==> src/hw/rtl/dspring_pkg.sv <==
// Package: request codes, register indexes and transaction payload types for the damped spring.
package dspring_pkg;

    // Request codes carried in req_type
    typedef enum logic [1:0] {
        REQ_TICK    = 2'd0,
        REQ_TARGET  = 2'd1,
        REQ_SNAP    = 2'd2,
        REQ_IMPULSE = 2'd3
    } t_req;

    // Configuration register indexes
    localparam int CFG_IDX_W = 3;
    typedef enum logic [CFG_IDX_W-1:0] {
        CFG_STIFFNESS = 3'd0,
        CFG_DAMPING   = 3'd1,
        CFG_POS_LIMIT = 3'd2,
        CFG_VEL_LIMIT = 3'd3
    } t_cfg_idx;

    localparam int VAL_W   = 32;
    localparam int COEF_W  = 17;
    localparam int LIMIT_W = 31;

    // Input transaction payload
    typedef struct packed {
        logic [1:0]              req_type;
        logic signed [VAL_W-1:0] x_operand;
        logic signed [VAL_W-1:0] y_operand;
    } t_in_item;

    // Result transaction payload
    typedef struct packed {
        logic signed [VAL_W-1:0] x_position;
        logic signed [VAL_W-1:0] y_position;
        logic                    settled;
    } t_out_item;

endpackage

==> src/hw/rtl/dspring_axis.sv <==
// Module: one spring axis, holding position, velocity and target and applying one request.
module dspring_axis #(
    parameter int FRACTION_BITS = 16
) (
    input  logic                                  i_clk,
    input  logic                                  i_rst_n,
    input  logic                                  i_en,
    input  dspring_pkg::t_req                     i_req,
    input  logic signed [dspring_pkg::VAL_W-1:0]  i_operand,
    input  logic [dspring_pkg::COEF_W-1:0]        i_stiffness,
    input  logic [dspring_pkg::COEF_W-1:0]        i_damping,
    input  logic [dspring_pkg::LIMIT_W-1:0]       i_pos_limit,
    input  logic [dspring_pkg::LIMIT_W-1:0]       i_vel_limit,
    output logic signed [dspring_pkg::VAL_W-1:0]  o_position,
    output logic                                  o_settled
);

    localparam int VW     = dspring_pkg::VAL_W;
    localparam int PROD_W = dspring_pkg::COEF_W + 1 + VW;
    localparam int EXT_W  = (FRACTION_BITS + VW > PROD_W) ? FRACTION_BITS + VW : PROD_W;

    logic signed [VW-1:0]     r_pos, r_vel, r_tgt;
    logic signed [VW-1:0]     n_pos, n_vel, n_tgt;
    logic signed [VW-1:0]     disp;
    logic signed [PROD_W-1:0] prod_k, prod_d;
    logic signed [EXT_W-1:0]  ext_k, ext_d;
    logic [VW-1:0]            term_k, term_d;
    logic [VW-1:0]            vel_tick, pos_tick;
    logic [VW-1:0]            disp_mag, vel_mag;

    // Spring and damping products, floor-shifted back to fixed point
    always_comb begin
        disp     = r_pos - r_tgt;
        prod_k   = $signed({1'b0, i_stiffness}) * disp;
        prod_d   = $signed({1'b0, i_damping}) * r_vel;
        ext_k    = EXT_W'(prod_k);
        ext_d    = EXT_W'(prod_d);
        term_k   = ext_k[FRACTION_BITS +: VW];
        term_d   = ext_d[FRACTION_BITS +: VW];
        vel_tick = VW'(r_vel) - term_k - term_d;
        pos_tick = VW'(r_pos) + vel_tick;
    end

    // Select the next state by request
    always_comb begin
        n_pos = r_pos;
        n_vel = r_vel;
        n_tgt = r_tgt;
        case (i_req)
            dspring_pkg::REQ_TICK: begin
                n_vel = vel_tick;
                n_pos = pos_tick;
            end
            dspring_pkg::REQ_TARGET: begin
                n_tgt = i_operand;
            end
            dspring_pkg::REQ_SNAP: begin
                n_pos = i_operand;
                n_tgt = i_operand;
                n_vel = '0;
            end
            dspring_pkg::REQ_IMPULSE: begin
                n_vel = r_vel + i_operand;
            end
            default: begin
                n_pos = r_pos;
            end
        endcase
    end

    // Advance the state on each accepted transaction
    always_ff @(posedge i_clk) begin
        if (!i_rst_n) begin
            r_pos <= '0;
            r_vel <= '0;
            r_tgt <= '0;
        end else if (i_en) begin
            r_pos <= n_pos;
            r_vel <= n_vel;
            r_tgt <= n_tgt;
        end
    end

    // Settle test on the stored state; the most negative value never passes
    always_comb begin
        disp_mag  = disp[VW-1]  ? VW'(-disp)  : VW'(disp);
        vel_mag   = r_vel[VW-1] ? VW'(-r_vel) : VW'(r_vel);
        o_settled = (disp_mag < {1'b0, i_pos_limit}) && (vel_mag < {1'b0, i_vel_limit});
    end

    assign o_position = r_pos;

endmodule

==> config.mk <==
export PLATFORM = sky130hd
export DESIGN_NAME = dspring_axis
export DESIGN_NICKNAME = d
export VERILOG_FILES = /design/src/hw/rtl/dspring_pkg.sv /design/src/hw/rtl/dspring_axis.sv
export SDC_FILE = /design/constraint.sdc
export NUM_CORES = 2
export LEC_CHECK = 0
export BUFFER_PORTS_ARGS = -buffer_cell sky130_fd_sc_hd__buf_2
export CORE_MARGIN = 2
export CORE_UTILIZATION = 65
export CTS_CLUSTER_DIAMETER = 120
export CTS_CLUSTER_SIZE = 10
export DETAILED_ROUTE_END_ITERATION = 16
export GPL_TIMING_DRIVEN = 0
export MAX_ROUTING_LAYER = met4
export PLACE_DENSITY_LB_ADDON = 0.08
export SKIP_LAST_GASP = 1
export SYNTH_ARGS = -nofsm -noshare
export SYNTH_HDL_FRONTEND = slang
export SYNTH_SLANG_ARGS = --single-unit
==> constraint.sdc <==
create_clock -name i_clk -period 14.9 [get_ports i_clk]
set_input_delay 0.745 -clock i_clk [delete_from_list [all_inputs] [get_ports i_clk]]
set_output_delay 0.745 -clock i_clk [all_outputs]
set_load 0.01 [all_outputs]
==> summary.md <==
| Metric | Value |
|---|---|
| WL final | 155 mm |
| Most instantiated flip-flop cell in the synthesis netlist | dfxtp_1 |
| Number of clock sinks seen by CTS | 96 |
| Number of storage elements in the synthesis netlist | 96 |
| Row count | 101 |
| Share of the yosys chip area belonging to registers | 3.89% |
| Die boundary height | 280 um |
| Core Region | 75,600 um^2 |
| Slew Viols, Final | 0 |
| Antenna violations before repair | 9 |
| Clock latency of the later-clocked register in the worst-skew pair | 0.38 ns |
| Startpoint type of the worst setup path | flip-flop |
| Crit. End Element | flip-flop |
| Level count of the clock H-tree | 3 |
| Number of max-capacitance violations reported | 0 |
| Total clock buffers created by CTS | 9 |
| Post-DP HPWL | 133 mm |
| Buffer levels on the longest clock path | 2 |
| DRC marker count from the first detailed-route iteration | 3,830 |
| GR Util All Layers | 41.9% |
| Slowest stage delay, CP | 0.54 ns |
| EDFF count, synth | 0 |
| Drt via density | 5.80 |
| Setup TNS | 0 ns |
| GR met1 Demand/Resource | 58.3% |
| Period Utilization, post-route | 96.6% |
| Starting Density | 65.4% |
| Drc violations | 0 |
| CP max stage cell | o311ai_1 |
| Share of synthesized flip-flops with an asynchronous set or reset | 0% |
| Fraction of the core area covered by cells at the end of the flow | 68.9% |
| Most common cell after layout, fill and taps aside | inv_1 |
| Total count of hold-check failures in the final report | 0 |
| Area of the multi-input gates | 41,500 um^2 |
| Netlist area before placement | 49,500 um^2 |
| Die Area | 78,300 um^2 |
| FF/Latch Area | 1920 um^2 |
| Port Buffers | 163 |
| Post-synthesis cell type count | 81 |
| Most common cell type on the critical path | fa_1 |
| Minimum period implied by the final worst setup slack | 14.39 ns |
| Vias in the first global route | 40,480 |
| Fill cell instance count of the final layout | 6,425 |
| Largest fanout on the critical path | 10 |
| Wire length of the first global-routing pass | 237 mm |
| Timing-limited maximum frequency | 0.0695 GHz |
| Via Count | 40,553 |
| Number of buffers inserted by hold repair at cts | 0 |
| Horizontal die dimension | 280 um |
| Final nets | 7,596 |
| GR met3 Demand/Resource | 11.9% |
| Drt pass-1 iters | 6 |
| Worst slew margin | 1.86% |
| Synth warnings | 0 |
| Number of ports placed on the die boundary | 166 |
| Final ANT Viol Nets | 0 |
| Required time of the critical path | 15.16 ns |
| Share of layout cells above drive strength 1 | 4.20% |
| Global-route congestion overflow total | 0 |
| Worst min-delay path class | flip-flop to flip-flop |
| Final weighted congestion in routability-driven placement | 1.00 |
| Total of endpoints with negative setup slack in the final report | 0 |
| Clock tree from TritonCTS | done |
| Highest-count cells in the layout ignoring fill and taps | inv_1 (1,375), fa_1 (1,048), nand2_1 (736) |
| Cell chosen for the clock root | clkbuf_16 |
| Least-Margin Pin Slew | 1.46 ns |
| Avg Cell Area, Syn | 8.49 um^2 |
| Result of the run | completed |
| Cells after synthesis | 5,823 |
| Worst hold margin | 0.467 ns |
| Maximum number of pins on one net before global-route repair | 20 |
| Layout overhead on the synthesized area | 5.22% |
| Post-Syn Nets | 7,420 |
| Met2 Resource Use GR | 58.8% |
| Busiest metal layer after global routing | met2 |
| Arr. time, crit path | 14.66 ns |
| Register clock-pin slew on the reported worst setup and hold paths | 0.08 ns |
| Worst setup path class | flip-flop to flip-flop |
| Worst-case clock skew | 0.0159 ns |
| Avg WL per Cell | 22.2 um |
synth_stat cells (29+ instances only):
cell | n | area [um^2]
and2_1 | 510 | 3190
inv_1 | 1375 | 5160
o21a_1 | 36 | 270
a21boi_0 | 40 | 300
o211ai_1 | 29 | 218
ha_1 | 416 | 5200
o21ai_0 | 119 | 596
nand2b_1 | 37 | 231
a221oi_1 | 29 | 254
nor2b_1 | 58 | 363
nor3_1 | 31 | 155
clkbuf_1 | 262 | 983
fa_1 | 1048 | 21000
a21o_1 | 104 | 781
nor2_1 | 136 | 510
dfxtp_1 | 96 | 1920
nand2_1 | 736 | 2760
nand3_1 | 43 | 215
xnor2_1 | 170 | 1490
a21oi_1 | 186 | 931
xor2_1 | 75 | 657
layer usage:
| layer | vias up | share of wire, % |
|---|---|---|
| met5 | - | 0 |
| met4 | 0 | 4.3 |
| met3 | 374 | 13 |
| met2 | 2043 | 42 |
| met1 | 20223 | 42 |
| li1 | 17913 | - |
sequential cells by signal, indices dropped and copies added (netlist names):
| register | count |
|---|---|
| o_position | 32 |
| r_tgt | 32 |
| r_vel | 32 |
worst max-delay path: cells and delay by family, from the launching register on:
family	cells	cell delay, ns
buffers and inverters	8	0.91
XOR/XNOR	3	0.87
adder cells (fa/ha/maj)	12	4.94
flip-flops	1	0.33
AO/OA/AOI/OAI	24	5.72
AND/OR/NAND/NOR	9	1.48
final timing paths:
check,startpoint,endpoint,slack [ns],depth (start not counted)
worst max-delay path,o_position[0],o_position[31],0.51,56
worst min-delay path,r_tgt[29],r_tgt[29],0.47,2
worst max register to register,o_position[0],o_position[31],0.51,56
worst min register to register,r_tgt[29],r_tgt[29],0.47,2
kinds of logic after synthesis:
logic type | count (synthesis) | share of synthesized area [%]
simple gates | 1662 | 16.7
buf+inv | 1649 | 12.5
fa+ha+maj | 1464 | 53.0
compound gates | 701 | 9.48
xor+xnor | 247 | 4.43
flops | 96 | 3.89
mux | 4 | 0.0810
layout make-up:
type / instances / area share [%]
multi-input cells: 4078 / 79.8
repair buffers: 167 / 1.63
flip-flops and latches: 96 / 3.69
clock buffers: 9 / 0.433
plain buffers: 272 / 2.02
clock inverters: 7 / 0.139
diodes: 5 / 0.0240
well taps: 978 / 2.35
inverters: 1375 / 9.92
per-stage QoR:
stage	setup WS [ns]	cells	instance area [um^2]
6_report	0.506	6987	52000
3_3_place_gp	-0.692	6964	51500
2_1_floorplan	2.65	5823	49500
4_1_cts	0.00516	6979	51900
5_1_grt	-0.0192	6984	52000
3_5_place_dp	-0.721	6964	51500
what timing repair did:
item                       in CTS  in global routing
resized for setup              23                 44
setup buffers                   0                  4
pin swaps                       0                  2
setup endpoints to repair       3                  6
Power is left out: the tool's default activity adds up to more than one toggle a clock period on the data nets, which glitch-free logic cannot reach.
